==> src/rtl/lfd_pkg.sv <==
// shared types and constants for the link frame deframer
`timescale 1ns / 1ps

package lfd_pkg;

    localparam int HEADER_BYTES = 5;

    localparam logic [8:0] COUNT_MAX = 9'd511;

    // security byte layout
    localparam int SEC_MODE_LSB  = 0;
    localparam int SEC_SEL_LSB   = 2;
    localparam int SEC_SIGNED    = 5;
    localparam int SEC_ENCRYPTED = 6;
    localparam int SEC_SIGNER    = 7;

    typedef enum logic [3:0] {
        FK_LENGTH  = 4'd0,
        FK_LLSEC   = 4'd1,
        FK_EPOCH   = 4'd2,
        FK_SEQNUM  = 4'd3,
        FK_DST     = 4'd4,
        FK_SIGNER  = 4'd5,
        FK_PAYLOAD = 4'd6,
        FK_MIC     = 4'd7,
        FK_DISCARD = 4'd8
    } field_kind_t;

    typedef enum logic [1:0] {
        ST_OK        = 2'd0,
        ST_INVALID   = 2'd1,
        ST_TOO_LONG  = 2'd2,
        ST_ENCRYPTED = 2'd3
    } status_t;

    typedef struct packed {
        field_kind_t kind;
        logic [7:0]  data;
        logic [7:0]  index;
        logic        last;
        status_t     status;
        logic [1:0]  dst_mode;
        logic        signed_frame;
        logic [7:0]  epoch;
        logic [15:0] seq;
        logic [7:0]  body_len;
    } result_t;

    // destination address length by address mode
    function automatic logic [3:0] dst_len(input logic [1:0] mode);
        logic [3:0] len;
        begin
            unique case (mode)
                2'd1:    len = 4'd2;
                2'd2:    len = 4'd8;
                default: len = 4'd0;
            endcase
            return len;
        end
    endfunction

endpackage

==> src/rtl/link_frame_deframer_core.sv <==
// link frame deframer: tags each frame byte with its field and checks the frame
//
//  channel | beat fields                                   | handshake
//  --------+-----------------------------------------------+-----------------------
//  input   | data_byte, frame_end                          | in_valid / in_stall
//  output  | field_kind, byte_out, field_index,            | out_valid / out_stall
//          | end_of_frame, status, addr_mode_out,          |
//          | signed_out, epoch_out, seq_out, payload_length|
//
// one beat in, one beat out; a new byte is taken every cycle while in_stall is low
// the result of a byte is registered in the output register, or in the skid entry while that holds a result
// an output register plus one skid entry decouple the two sides, so in_stall
// rises only when both hold results that have not been taken
// rst_n clears the frame state and empties both result slots
`timescale 1ns / 1ps

module link_frame_deframer_core #(
    parameter int MAX_FRAME_BYTES = 255,
    parameter int MAX_BODY_BYTES  = 254,
    parameter int SIGNATURE_BYTES = 48,
    parameter int SIGNER_ID_BYTES = 8
) (
    input  logic        clk,
    input  logic        rst_n,
    input  logic        in_valid,
    output logic        in_stall,
    input  logic [7:0]  data_byte,
    input  logic        frame_end,
    output logic        out_valid,
    input  logic        out_stall,
    output logic [3:0]  field_kind,
    output logic [7:0]  byte_out,
    output logic [7:0]  field_index,
    output logic        end_of_frame,
    output logic [1:0]  status,
    output logic [1:0]  addr_mode_out,
    output logic        signed_out,
    output logic [7:0]  epoch_out,
    output logic [15:0] seq_out,
    output logic [7:0]  payload_length
);

    import lfd_pkg::*;

    localparam logic [9:0] MAX_FRAME_C = 10'(MAX_FRAME_BYTES);
    localparam logic [9:0] MAX_BODY_C  = 10'(MAX_BODY_BYTES);
    localparam logic [9:0] SIG_C       = 10'(SIGNATURE_BYTES);
    localparam logic [9:0] SID_C       = 10'(SIGNER_ID_BYTES);
    localparam logic [9:0] HDR_C       = 10'(HEADER_BYTES);

    logic [8:0]  count_reg, count_next;
    logic [7:0]  dl_reg, dl_next;
    logic [1:0]  mode_reg, mode_next;
    logic        signed_reg, signed_next;
    status_t     err_reg, err_next;
    logic [7:0]  epoch_reg, epoch_next;
    logic [15:0] seq_reg, seq_next;

    result_t     out_reg, out_next;
    result_t     skid_reg, skid_next;
    logic        out_valid_reg, out_valid_next;
    logic        skid_valid_reg, skid_valid_next;

    result_t     res;
    logic        in_accept;
    logic        out_take;

    logic [9:0]  p10;
    logic [9:0]  dl10;
    logic [9:0]  dst_cur;
    logic [9:0]  fixed_cur;
    logic [9:0]  sig_cur;
    logic [9:0]  mic_start;
    logic [9:0]  need_new;
    logic [9:0]  bc10;
    logic [9:0]  dln10;
    logic [9:0]  used;
    logic [9:0]  diff;

    assign in_accept = in_valid && !in_stall;
    assign out_take  = out_valid_reg && !out_stall;
    assign in_stall  = skid_valid_reg;

    assign p10       = {1'b0, count_reg};
    assign dl10      = {2'b00, dl_reg};
    assign dst_cur   = {6'd0, dst_len(mode_reg)};
    assign sig_cur   = signed_reg ? SIG_C : 10'd0;
    assign fixed_cur = HDR_C + dst_cur + (signed_reg ? SID_C : 10'd0);
    assign mic_start = dl10 + 10'd1 - sig_cur;
    // header plus fields as the security byte now being taken declares them
    assign need_new  = HDR_C + {6'd0, dst_len(data_byte[SEC_MODE_LSB +: 2])}
                     + (data_byte[SEC_SIGNED] ? (SID_C + SIG_C) : 10'd0);

    always_comb
    begin
        count_next  = count_reg;
        dl_next     = dl_reg;
        mode_next   = mode_reg;
        signed_next = signed_reg;
        err_next    = err_reg;
        epoch_next  = epoch_reg;
        seq_next    = seq_reg;
        res         = '0;
        res.kind    = FK_DISCARD;
        res.data    = data_byte;
        res.index   = 8'd0;
        bc10        = 10'd0;
        dln10       = 10'd0;
        used        = 10'd0;
        diff        = 10'd0;

        if (err_reg == ST_OK && p10 < MAX_FRAME_C && (p10 == 10'd0 || p10 <= dl10))
        begin
            if (p10 == 10'd0)
            begin
                res.kind = FK_LENGTH;
                dl_next  = data_byte;
                if ({2'b00, data_byte} > MAX_BODY_C)
                    err_next = ST_TOO_LONG;
            end
            else if (p10 == 10'd1)
            begin
                res.kind    = FK_LLSEC;
                mode_next   = data_byte[SEC_MODE_LSB +: 2];
                signed_next = data_byte[SEC_SIGNED];
                if (data_byte[SEC_ENCRYPTED])
                    err_next = ST_ENCRYPTED;
                else if (data_byte[SEC_SEL_LSB +: 3] > 3'd1)
                    err_next = ST_INVALID;
                else if (data_byte[SEC_SIGNED] != data_byte[SEC_SIGNER])
                    err_next = ST_INVALID;
                else if (dl10 + 10'd1 < need_new)
                    err_next = ST_INVALID;
            end
            else if (p10 == 10'd2)
            begin
                res.kind   = FK_EPOCH;
                epoch_next = data_byte;
            end
            else if (p10 < HDR_C)
            begin
                res.kind  = FK_SEQNUM;
                res.index = 8'(p10 - 10'd3);
                seq_next  = {seq_reg[7:0], data_byte};
            end
            else if (p10 < HDR_C + dst_cur)
            begin
                res.kind  = FK_DST;
                res.index = 8'(p10 - HDR_C);
            end
            else if (p10 < fixed_cur)
            begin
                res.kind  = FK_SIGNER;
                res.index = 8'(p10 - HDR_C - dst_cur);
            end
            else if (signed_reg && p10 >= mic_start)
            begin
                res.kind  = FK_MIC;
                res.index = 8'(p10 - mic_start);
            end
            else
            begin
                res.kind  = FK_PAYLOAD;
                res.index = 8'(p10 - fixed_cur);
            end
        end

        // byte past the declared length or past the frame limit
        if (p10 != 10'd0 && p10 > dl10 && err_next == ST_OK)
            err_next = ST_INVALID;
        if (p10 >= MAX_FRAME_C && err_next == ST_OK)
            err_next = ST_TOO_LONG;

        if (count_reg != COUNT_MAX)
            count_next = count_reg + 9'd1;

        if (frame_end)
        begin
            res.last = 1'b1;
            bc10     = {1'b0, count_next};
            dln10    = {2'b00, dl_next};
            used     = HDR_C + {6'd0, dst_len(mode_next)}
                     + (signed_next ? (SID_C + SIG_C) : 10'd0);
            diff     = bc10 - used;
            if (bc10 > MAX_FRAME_C || dln10 > MAX_BODY_C)
                res.status = ST_TOO_LONG;
            else if (bc10 < HDR_C)
                res.status = ST_INVALID;
            else if (dln10 != bc10 - 10'd1)
                res.status = ST_INVALID;
            else
                res.status = err_next;

            if (res.status == ST_OK)
            begin
                res.dst_mode     = mode_next;
                res.signed_frame = signed_next;
                res.epoch        = epoch_next;
                res.seq          = seq_next;
                res.body_len     = (bc10 >= used) ? diff[7:0] : 8'd0;
            end

            count_next  = 9'd0;
            dl_next     = 8'd0;
            mode_next   = 2'd0;
            signed_next = 1'b0;
            err_next    = ST_OK;
            epoch_next  = 8'd0;
            seq_next    = 16'd0;
        end
    end

    // output register with one skid entry behind it
    always_comb
    begin
        out_next        = out_reg;
        skid_next       = skid_reg;
        out_valid_next  = out_valid_reg;
        skid_valid_next = skid_valid_reg;
        if (skid_valid_reg)
        begin
            if (out_take)
            begin
                out_next        = skid_reg;
                skid_valid_next = 1'b0;
            end
        end
        else if (in_accept)
        begin
            if (!out_valid_reg || out_take)
            begin
                out_next       = res;
                out_valid_next = 1'b1;
            end
            else
            begin
                skid_next       = res;
                skid_valid_next = 1'b1;
            end
        end
        else if (out_take)
        begin
            out_valid_next = 1'b0;
        end
    end

    always_ff @(posedge clk or negedge rst_n)
    begin
        if (!rst_n)
        begin
            count_reg      <= 9'd0;
            dl_reg         <= 8'd0;
            mode_reg       <= 2'd0;
            signed_reg     <= 1'b0;
            err_reg        <= ST_OK;
            epoch_reg      <= 8'd0;
            seq_reg        <= 16'd0;
            out_valid_reg  <= 1'b0;
            skid_valid_reg <= 1'b0;
        end
        else
        begin
            if (in_accept)
            begin
                count_reg  <= count_next;
                dl_reg     <= dl_next;
                mode_reg   <= mode_next;
                signed_reg <= signed_next;
                err_reg    <= err_next;
                epoch_reg  <= epoch_next;
                seq_reg    <= seq_next;
            end
            out_valid_reg  <= out_valid_next;
            skid_valid_reg <= skid_valid_next;
        end
    end

    always_ff @(posedge clk)
    begin
        out_reg  <= out_next;
        skid_reg <= skid_next;
    end

    assign out_valid      = out_valid_reg;
    assign field_kind     = out_reg.kind;
    assign byte_out       = out_reg.data;
    assign field_index    = out_reg.index;
    assign end_of_frame   = out_reg.last;
    assign status         = out_reg.status;
    assign addr_mode_out  = out_reg.dst_mode;
    assign signed_out     = out_reg.signed_frame;
    assign epoch_out      = out_reg.epoch;
    assign seq_out        = out_reg.seq;
    assign payload_length = out_reg.body_len;

    // skid entry only fills behind a held result
    a_skid_behind_out: assert property (@(posedge clk) disable iff (!rst_n)
        skid_valid_reg |-> out_valid_reg)
        else $error("skid entry valid with empty output register");

    // frame state restarts after the last byte
    a_frame_restart: assert property (@(posedge clk) disable iff (!rst_n)
        (in_accept && frame_end) |=> (count_reg == 9'd0 && err_reg == ST_OK))
        else $error("frame state not cleared after last beat");

    // a known error sticks until the frame ends
    a_error_sticks: assert property (@(posedge clk) disable iff (!rst_n)
        (in_accept && !frame_end && err_reg != ST_OK) |=> (err_reg != ST_OK))
        else $error("frame error dropped before end of frame");

    // header values only reported on a good frame
    a_header_clean: assert property (@(posedge clk) disable iff (!rst_n)
        (out_valid_reg && out_reg.status != ST_OK)
            |-> (out_reg.seq == 16'd0 && out_reg.epoch == 8'd0
                 && out_reg.body_len == 8'd0))
        else $error("header values on a failed frame");

endmodule

==> config.mk <==
export PLATFORM = sky130hd
export DESIGN_NAME = link_frame_deframer_core
export DESIGN_NICKNAME = d
export VERILOG_FILES = /design/src/rtl/lfd_pkg.sv /design/src/rtl/link_frame_deframer_core.sv
export SDC_FILE = /design/constraint.sdc
export NUM_CORES = 1
export LEC_CHECK = 0
export BUFFER_PORTS_ARGS = -buffer_cell sky130_fd_sc_hd__buf_2
export CORE_ASPECT_RATIO = 0.9
export CORE_UTILIZATION = 55
export CTS_BUF_LIST = sky130_fd_sc_hd__clkbuf_4 sky130_fd_sc_hd__clkbuf_8
export DETAILED_ROUTE_END_ITERATION = 8
export PLACE_DENSITY = 0.79
export SYNTH_ARGS = -nofsm -noshare
export SYNTH_HDL_FRONTEND = slang
export SYNTH_SLANG_ARGS = --single-unit
==> constraint.sdc <==
create_clock -name clk -period 11.1 [get_ports clk]
set_input_delay 0.555 -clock clk [delete_from_list [all_inputs] [get_ports clk]]
set_output_delay 0.555 -clock clk [all_outputs]
set_load 0.02 [all_outputs]
==> results of run 1 <==
[cells in the final DEF, fill, tap and decap left out, drive strengths merged, types with 12 or more instances in the layout]
| cell | netlist | routed |
|---|---|---|
| a21oi | 36 | 36 |
| a22o | 15 | 15 |
| a22oi | 24 | 24 |
| and2 | 12 | 12 |
| buf | 22 | 84 |
| clkbuf | 37 | 17 |
| dfrtp | 48 | 48 |
| edfxtp | 116 | 116 |
| ha | 58 | 58 |
| inv | 43 | 50 |
| mux2 | 16 | 16 |
| mux2i | 40 | 40 |
| nand2 | 118 | 118 |
| nand3 | 14 | 14 |
| nor2 | 74 | 74 |
| nor3 | 14 | 14 |
| o21ai | 52 | 52 |
| o31ai | 47 | 47 |
| xnor2 | 31 | 31 |
| xor2 | 12 | 12 |
[per-layer routing]
layer | wire (um) | vias to the layer above
met1 | 11400 | 3637
met4 | 520 | 0
li1 | - | 3573
met2 | 10300 | 334
met5 | 0 | -
met3 | 1820 | 44
[worst paths after layout]
kind                             startpoint  cells after the start              to  slack, ns
worst min-delay path                  rst_n                      2      seq_reg[4]       0.17
worst max-delay path              dl_reg[0]                     26  field_index[5]       5.42
min in group clk                  out_stall                      3        in_stall       0.35
max in group asynchronous             rst_n                      2        in_stall      10.44
worst min register to register  seq_reg[12]                      2     seq_reg[12]       0.52
worst max register to register    dl_reg[0]                     26  field_index[5]       5.42
[power breakdown]
| part | switching, uW | internal [uW] | total, uW | leakage (uW) |
|---|---|---|---|---|
| Sequential | 141 | 921 | 1060 | 0.00172 |
| Clock | 253 | 233 | 487 | 0.000219 |
| Combinational | 1100 | 634 | 1740 | 0.00258 |
[layout make-up]
cell class,instances,area share (%)
timing repair buffer,84,4.16
clock inverter,15,1.99
tap,240,2.77
clock buffer,17,2.16
sequential,164,43.3
inverter,43,1.49
multi-input combinational,682,44.2
[stage by stage]
stage	cell area, um2	util (%)
6_report	10800	61.5
5_1_grt	10800	61.5
4_1_cts	10800	61.5
3_3_place_gp	10400	59.0
2_1_floorplan	9880	-
3_5_place_dp	10400	59.0
[logic make-up after synthesis]
logic type               Yosys count
AO/OA/AOI/OAI                    235
XOR/XNOR                          43
adder cells (fa/ha/maj)           61
buffers and inverters            102
flip-flops                       164
multiplexers                      56
AND/OR/NAND/NOR                  287
==> impl_table.tex, run 1 <==
\begin{tabular}{lr}
\hline
Metric & Value \\
\hline
\multicolumn{2}{l}{\textbf{Pwr}} \\
\quad Total power consumption of the routed design & 3290 uW \\
\quad Worst IR Drop VDD & 0.135 mV \\
\quad Leakage Power & approximately 0.0045 uW \\
\quad Power density of the placed cells & 303 nW/um2 \\
\multicolumn{2}{l}{\textbf{Setup path}} \\
\quad Bufs and invs on worst path & 1 \\
\quad Data arrival time at the worst-slack endpoint & 5.92 ns \\
\quad Maximum fanout count along the critical path & 11 \\
\quad Critical path endpoint category & register \\
\quad Crit path top cell by count & sky130\_fd\_sc\_hd\_\_a21oi\_1 \\
\quad Crit path required time & roughly 11 ns \\
\quad Slowest Stage Delay on Critical Path & 0.51 ns \\
\quad Crit path launch type & register \\
\quad Dominant delay contributor by cell family on the critical path & compound AO/OA/AOI/OAI gates \\
\quad Class of the most critical setup path & reg -> reg \\
\quad Crit path max-delay cell type & sky130\_fd\_sc\_hd\_\_dfrtp\_1 \\
\multicolumn{2}{l}{\textbf{Layout}} \\
\quad Number of flip-flops in the largest register & 58 \\
\quad Count of inserted antenna diode cells & 0 \\
\quad Fill cells & 1409 \\
\quad Share of post-route cells with drive strength above 1 & between 10\% and 20\% \\
\quad Multi-input logic area & roughly 4800 um2 \\
\quad Area growth from synthesis to layout & 9.66\% \\
\quad Total Nets Final & between 1k and 1.5k \\
\quad Sequential cell area & 4690 um2 \\
\quad Number of cells in the finished layout apart from fillers & $\sim$1.2k \\
\multicolumn{2}{l}{\textbf{Synth}} \\
\quad Complex-gate fraction of the synthesized area & 16.9\% \\
\quad Post-synthesis average cell area & approximately 10 um2 \\
\quad Simple-gate share of the synthesized area & 13.8\% \\
\quad Xor/xnor cell area share of the yosys netlist & under 10\% \\
\quad Number of synthesized register bits & 164 \\
\quad Top FF cell, synth & sky130\_fd\_sc\_hd\_\_edfxtp\_1 \\
\quad Cell types with the highest counts after synthesis & sky130\_fd\_sc\_hd\_\_nand2\_1, sky130\_fd\_sc\_hd\_\_edfxtp\_1, sky130\_fd\_sc\_hd\_\_nor2\_1 \\
\quad Proportion of register bits with asynchronous set or reset after synthesis & between 20\% and 30\% \\
\quad Adder-cell area share of the yosys netlist & 7.95\% \\
\quad Cell with the most instances after synthesis & sky130\_fd\_sc\_hd\_\_nand2\_1 \\
\quad Area share of the leading cell type in the synthesized netlist & between 30\% and 40\% \\
\quad Synthesis Warnings & 0 \\
\quad Number of nets produced by synthesis & between 1k and 1.5k \\
\quad Cell count after synthesis & approximately 950 \\
\quad Netlist Area Pre-Place & roughly 9900 um2 \\
\quad Largest family of logic cells by synthesized area & compound AO/OA/AOI/OAI gates \\
\quad Largest cells by area after synthesis & sky130\_fd\_sc\_hd\_\_edfxtp\_1, sky130\_fd\_sc\_hd\_\_dfrtp\_1, sky130\_fd\_sc\_hd\_\_ha\_1 \\
\quad Count of flip-flops with a built-in enable after synthesis & 116 \\
\quad Library cell with the largest summed area after synthesis & sky130\_fd\_sc\_hd\_\_edfxtp\_1 \\
\quad Sequential fraction of the synthesis area & between 40\% and 50\% \\
\quad Portion of netlist area occupied by mux cells & 5.87\% \\
\quad Yosys cell types & 67 \\
\multicolumn{2}{l}{\textbf{Clocking}} \\
\quad Resized Gates After CTS & 0 \\
\quad Largest buffer count on any clock path & 2 \\
\quad Buffers inserted by post-CTS timing repair & 0 \\
\quad Hold\_buf cts & 0 \\
\quad Clk sink count & 164 \\
\quad Clock tree from TritonCTS & built \\
\quad H-tree depth reported by CTS & 4 \\
\quad CTS Root Cell & sky130\_fd\_sc\_hd\_\_clkbuf\_8 \\
\quad Number of buffers added by the clock tree synthesis step & 17 \\
\quad Clock transition at path regs & 0.10 ns \\
\quad Clock Latency Late Sink & $\sim$0.48 ns \\
\multicolumn{2}{l}{\textbf{Floorplanning}} \\
\quad I/O pin cnt & 73 \\
\quad Initial core utilization & 56.1\% \\
\quad Floorplan die area & 18500 um2 \\
\quad Row count & 46 \\
\quad Horizontal extent of the die & 143 um \\
\quad Vertical die dimension & $\sim$130 um \\
\quad Floorplan Core Area & 17600 um2 \\
\multicolumn{2}{l}{\textbf{Global route}} \\
\quad Initial antenna violation count & 0 \\
\quad Met1 Track Usage GR & 41.9\% \\
\quad Sum of overflow across all layers after global routing & 0 \\
\quad Wire length of the first global-routing pass & $\sim$38000 um \\
\quad Global-route track usage on met3 & between 4 and 5\% \\
\quad Largest net degree at the start of global routing & 91 \\
\quad Vias in the first global route & roughly 6.8k \\
\quad GRT met2 Usage & 38.1\% \\
\quad Gr busiest metal & met1 \\
\quad Aggregate global-route resource usage & 27.2\% \\
\multicolumn{2}{l}{\textbf{Drt}} \\
\quad Routed length per instance & 19.3 um \\
\quad Post-route antenna net violation count & 0 \\
\quad Average via count per standard cell & 6.09 \\
\quad Post-route DRC violation count & 1 \\
\quad Starting DRT DRC Count & 717 \\
\quad Router iterations before antenna repair & 7 \\
\quad Total wirelength of the detailed-routed design & 24000 um \\
\quad Total number of vias & 7588 \\
\multicolumn{2}{l}{\textbf{Placed design}} \\
\quad Routability congestion estimate & 0.937 \\
\quad DP Worst Slack & 5.49 ns \\
\quad Placed cell count & roughly 1.2k \\
\quad Estimated wirelength of the detail-placed design & 16400 um \\
\quad Port Buffers & 72 \\
\multicolumn{2}{l}{\textbf{Timing}} \\
\quad Skew final & 0.0125 ns \\
\quad Slew @ Worst Pin & 1.08 ns \\
\quad Shortest period the worst path allows & 5.68 ns \\
\quad Final critical-path setup slack & 5.42 ns \\
\quad Number of hold violations in the final report & 0 \\
\quad WHS & 0.174 ns \\
\quad Slew Viols, Final & 0 \\
\quad Worst-case headroom to the max-slew limit & 27.8\% \\
\quad RSZ-0062 raised after global routing & no \\
\quad Setup\_tns & 0 ns \\
\quad Setup-failing EPs final & 0 \\
\quad Share of the cycle needed by the critical path after routing & 51.2\% \\
\quad Maximum clock rate & 176 MHz \\
\multicolumn{2}{l}{\textbf{Hold path}} \\
\quad Path category of the worst min-delay check & in -> async \\
\multicolumn{2}{l}{\textbf{Outcome}} \\
\quad Failing checks & DRC \\
\quad Outcome & finished, violations left \\
\multicolumn{2}{l}{\textbf{Job}} \\
\quad Max-capacitance violation count & 0 \\
\hline
\end{tabular}
No activity file was read; power rests on OpenSTA's default activity.
==> inputs of run 2 (changes only) <==
ABC_AREA = 1   (was not set)
clock period = 5.8 ns   (was 11.1 ns; I/O delays follow)
==> impl_table.tex, run 2 <==
\begin{tabular}{lr}
\hline
Metric & Value \\
\hline
\multicolumn{2}{l}{\textbf{Global route}} \\
\quad Sum of overflow across all layers after global routing & 0 (unchanged) \\
\quad Initial antenna violation count & 0 (unchanged) \\
\quad Vias in the first global route & 8389 (+23\%) \\
\quad Wire length of the first global-routing pass & 43900 um (+16\%) \\
\quad Largest net degree at the start of global routing & 81 (-11\%) \\
\quad Aggregate global-route resource usage & 28.6\% (+1.4 points) \\
\multicolumn{2}{l}{\textbf{Pwr}} \\
\quad Worst IR Drop VDD & 0.235 mV (+74\%) \\
\quad Cell internal pwr & 3040 uW (+70\%) \\
\quad Combinational power share & 54.9\% (+2.0 points) \\
\quad Total power consumption of the routed design & 5990 uW (+82\%) \\
\quad Sequential group share of total power & 31.7\% (-0.6 points) \\
\quad Clock group share of total power & 13.4\% (-1.4 points) \\
\quad Leakage Power & 0.00500 uW (+11\%) \\
\quad Switch Pwr & 2950 uW (+97\%) \\
\quad Power density of the placed cells & 524 nW/um2 (+73\%) \\
\quad Net switching fraction of the power & 49.3\% (+3.7 points) \\
\multicolumn{2}{l}{\textbf{Synth}} \\
\quad Largest cells by area after synthesis & sky130\_fd\_sc\_hd\_\_edfxtp\_1, sky130\_fd\_sc\_hd\_\_dfrtp\_1, sky130\_fd\_sc\_hd\_\_nand2\_1 \\
\quad Count of flip-flops with a built-in enable after synthesis & 116 (unchanged) \\
\quad Cell with the most instances after synthesis & sky130\_fd\_sc\_hd\_\_nand2\_1 \\
\quad Post-synthesis average cell area & 8.47 um2 (-19\%) \\
\quad Number of synthesized register bits & 164 (unchanged) \\
\quad Number of nets produced by synthesis & 1316 (+29\%) \\
\quad Portion of netlist area occupied by mux cells & 0.0951\% (-5.8 points) \\
\quad Yosys cell types & 55 (-18\%) \\
\quad Top FF cell, synth & sky130\_fd\_sc\_hd\_\_edfxtp\_1 \\
\quad Simple-gate share of the synthesized area & 27.4\% (+14 points) \\
\quad Sequential fraction of the synthesis area & 44.5\% (-2.9 points) \\
\quad Xor/xnor cell area share of the yosys netlist & 1.75\% (-2.1 points) \\
\quad Cell types with the highest counts after synthesis & sky130\_fd\_sc\_hd\_\_nand2\_1, sky130\_fd\_sc\_hd\_\_inv\_1, sky130\_fd\_sc\_hd\_\_nor2\_1 \\
\quad Synthesis Warnings & 0 (unchanged) \\
\quad Complex-gate fraction of the synthesized area & 11.1\% (-5.8 points) \\
\quad Largest family of logic cells by synthesized area & simple AND/OR/NAND/NOR gates \\
\quad Area share of the leading cell type in the synthesized netlist & 33.1\% (-2.1 points) \\
\quad Adder-cell area share of the yosys netlist & 7.47\% (-0.48 points) \\
\quad Library cell with the largest summed area after synthesis & sky130\_fd\_sc\_hd\_\_edfxtp\_1 \\
\quad Proportion of register bits with asynchronous set or reset after synthesis & 29.3\% (unchanged) \\
\quad Netlist Area Pre-Place & 10500 um2 (+6.5\%) \\
\quad Cell count after synthesis & 1242 (+31\%) \\
\multicolumn{2}{l}{\textbf{Layout}} \\
\quad Sequential cell area & 4680 um2 (about the same) \\
\quad Multi-input logic area & 5050 um2 (+5.5\%) \\
\quad Share of post-route cells with drive strength above 1 & 15.3\% (-1.3 points) \\
\quad Count of inserted antenna diode cells & 0 (unchanged) \\
\quad Fill cells & 1565 (+11\%) \\
\quad Number of flip-flops in the largest register & 58 (unchanged) \\
\quad Most frequent standard cell in the layout excluding fill and tap cells & sky130\_fd\_sc\_hd\_\_nand2\_1 \\
\quad Utilization after layout & 61.5\% (about the same) \\
\quad Number of cells in the finished layout apart from fillers & 1555 (+25\%) \\
\quad Total Nets Final & 1371 (+29\%) \\
\quad Area growth from synthesis to layout & 8.67\% \\
\quad Highest-count cells in the layout ignoring fill and taps & sky130\_fd\_sc\_hd\_\_nand2\_1, sky130\_fd\_sc\_hd\_\_inv\_1, sky130\_fd\_sc\_hd\_\_nor2\_1 \\
\multicolumn{2}{l}{\textbf{Timing}} \\
\quad Slew @ Worst Pin & 0.982 ns (-0.0934 ns) \\
\quad Skew final & 0.0255 ns (+0.0130 ns) \\
\quad Shortest period the worst path allows & 5.23 ns (-0.453 ns) \\
\quad Setup-failing EPs final & 0 (unchanged) \\
\quad Maximum clock rate & 191 MHz (+8.7\%) \\
\quad Worst-case headroom to the max-slew limit & 34.4\% (+6.6 points) \\
\quad Setup\_tns & 0 ns (unchanged) \\
\quad Number of hold violations in the final report & 0 (unchanged) \\
\quad RSZ-0062 raised after global routing & no \\
\quad Slew Viols, Final & 0 (unchanged) \\
\quad Share of the cycle needed by the critical path after routing & 90.2\% (+39 points) \\
\multicolumn{2}{l}{\textbf{Setup path}} \\
\quad Crit path required time & 6.13 ns (-5.21 ns) \\
\quad Data arrival time at the worst-slack endpoint & 5.56 ns (-0.36 ns) \\
\quad Class of the most critical setup path & reg -> reg \\
\quad Crit path launch type & register \\
\quad Slowest Stage Delay on Critical Path & 0.55 ns (+0.04 ns) \\
\quad Crit path from & dl\_reg[0] \\
\quad Maximum fanout count along the critical path & 8 (-3) \\
\quad R2R Path Start & dl\_reg[0] \\
\quad Crit path top cell by count & sky130\_fd\_sc\_hd\_\_nand2\_1 \\
\quad Crit path max-delay cell type & sky130\_fd\_sc\_hd\_\_fa\_1 \\
\quad Critical path endpoint category & register \\
\multicolumn{2}{l}{\textbf{Clocking}} \\
\quad CTS Root Cell & sky130\_fd\_sc\_hd\_\_clkbuf\_8 \\
\quad Clock Latency Late Sink & 0.46 ns (-0.02 ns) \\
\quad Clk sink count & 164 (unchanged) \\
\quad Resized Gates After CTS & 0 (unchanged) \\
\quad Number of buffers added by the clock tree synthesis step & 17 (unchanged) \\
\quad Clock transition at path regs & 0.11 ns (about the same) \\
\quad Largest buffer count on any clock path & 2 (unchanged) \\
\quad Clock tree from TritonCTS & built \\
\quad Buffers inserted by post-CTS timing repair & 0 (unchanged) \\
\quad H-tree depth reported by CTS & 4 (unchanged) \\
\quad Hold\_buf cts & 1 (+1) \\
\multicolumn{2}{l}{\textbf{Drt}} \\
\quad Router iterations before antenna repair & 5 (-2) \\
\quad Routed length per instance & 17.6 um (-8.8\%) \\
\quad Total number of vias & 9150 (+21\%) \\
\quad Starting DRT DRC Count & 1191 (+66\%) \\
\quad Post-route DRC violation count & 0 (-1) \\
\quad Post-route antenna net violation count & 0 (unchanged) \\
\quad Total wirelength of the detailed-routed design & 27300 um (+14\%) \\
\quad Average via count per standard cell & 5.88 (-3.5\%) \\
\multicolumn{2}{l}{\textbf{Floorplanning}} \\
\quad Floorplan die area & 19700 um2 (+6.4\%) \\
\quad Row count & 47 (+2.2\%) \\
\quad I/O pin cnt & 73 (unchanged) \\
\quad Vertical die dimension & 133 um (+3.1\%) \\
\quad Horizontal extent of the die & 148 um (+3.1\%) \\
\quad Floorplan Core Area & 18600 um2 (+5.5\%) \\
\quad Initial core utilization & 56.6\% (+0.50 points) \\
\multicolumn{2}{l}{\textbf{Outcome}} \\
\quad Outcome & complete, no violations \\
\multicolumn{2}{l}{\textbf{Hold path}} \\
\quad Hold wc startpoint & data\_byte[2] \\
\quad Path category of the worst min-delay check & in -> reg \\
\multicolumn{2}{l}{\textbf{Placed design}} \\
\quad Port Buffers & 72 (unchanged) \\
\quad Routability congestion estimate & 0.966 (+3.1\%) \\
\quad Placed cell count & 1522 (+25\%) \\
\quad Estimated wirelength of the detail-placed design & 19400 um (+19\%) \\
\multicolumn{2}{l}{\textbf{Job}} \\
\quad Max-capacitance violation count & 0 (unchanged) \\
\hline
\end{tabular}
[run 2: cell count changes in the layout (fill, tap and decap cells not counted), moves of 33 or more]
cell and delta:
sky130_fd_sc_hd__nand2_1 +149, sky130_fd_sc_hd__inv_1 +85, sky130_fd_sc_hd__nand4_1 +45, sky130_fd_sc_hd__nand3_1 +45, sky130_fd_sc_hd__o22ai_1 +34, sky130_fd_sc_hd__o31ai_1 -33, sky130_fd_sc_hd__mux2i_1 -39, sky130_fd_sc_hd__nor2_1 +52
[run 2: final cells by class]
cell class	instances	share of cell area (%)
multi-input cells	884	44.2
flip-flops and latches	164	41.0
inverters	143	4.72
repair buffers	87	4.16
well taps	245	2.68
clock buffers	18	2.11
clock inverters	14	1.17
[run 2: through the flow]
step / hold WS (ns) / area [um2] / worst slack, ns
after CTS: 0.0763 / 11400 / 0.626
after detailed placement: 0.445 / 11000 / 0.653
final: 0.0968 / 11400 / 0.570
after global placement: 0.437 / 11000 / 0.862
after global routing: 0.0841 / 11400 / 0.0401
after floorplan: -0.00559 / 10500 / 1.26
[run 2: path summary, 6_finish.rpt]
check,endpoint,slack [ns],cells after the start
setup reg to reg,field_index[6],0.57,30
max in group asynchronous,out_valid,4.86,3
setup / recovery,field_index[6],0.57,30
min in group asynchronous,seq_reg[0],0.48,3
hold reg to reg,epoch_reg[1],0.49,2
hold / removal,skid_reg[48],0.1,1
[run 2: power by group through the flow]
stage,Combinational [uW],Clock (uW),Sequential (uW)
CTS,3250,810,1900
floorplan,2150,0,2170
global route,3690,858,1940
detailed placement,3230,0,1920
global placement,3150,0,1910
finish,3290,804,1900
[run 2: logic make-up after synthesis]
kind of cell / after synthesis
adder cells (fa/ha/maj): 61
AO/OA/AOI/OAI: 209
buffers and inverters: 194
flip-flops: 164
multiplexers: 1
XOR/XNOR: 21
AND/OR/NAND/NOR: 592
[run 2: layer usage]
layer	vias up	track usage (%)	wire, um
met2	453	42.8	11900
li1	4369	-	-
met1	4280	41.9	12400
met4	0	9.05	577
met5	-	0	0
met3	48	5.55	2430
[run 2: worst max-delay path, delay by kind of cell (launching register included)]
kind            cells  cell delay [ns]
compound gates      7             0.87
flops               1             0.45
buf+inv             4             0.50
mux                 1             0.11
simple gates       12             1.33
fa+ha+maj           4             1.47
xor+xnor            2             0.36
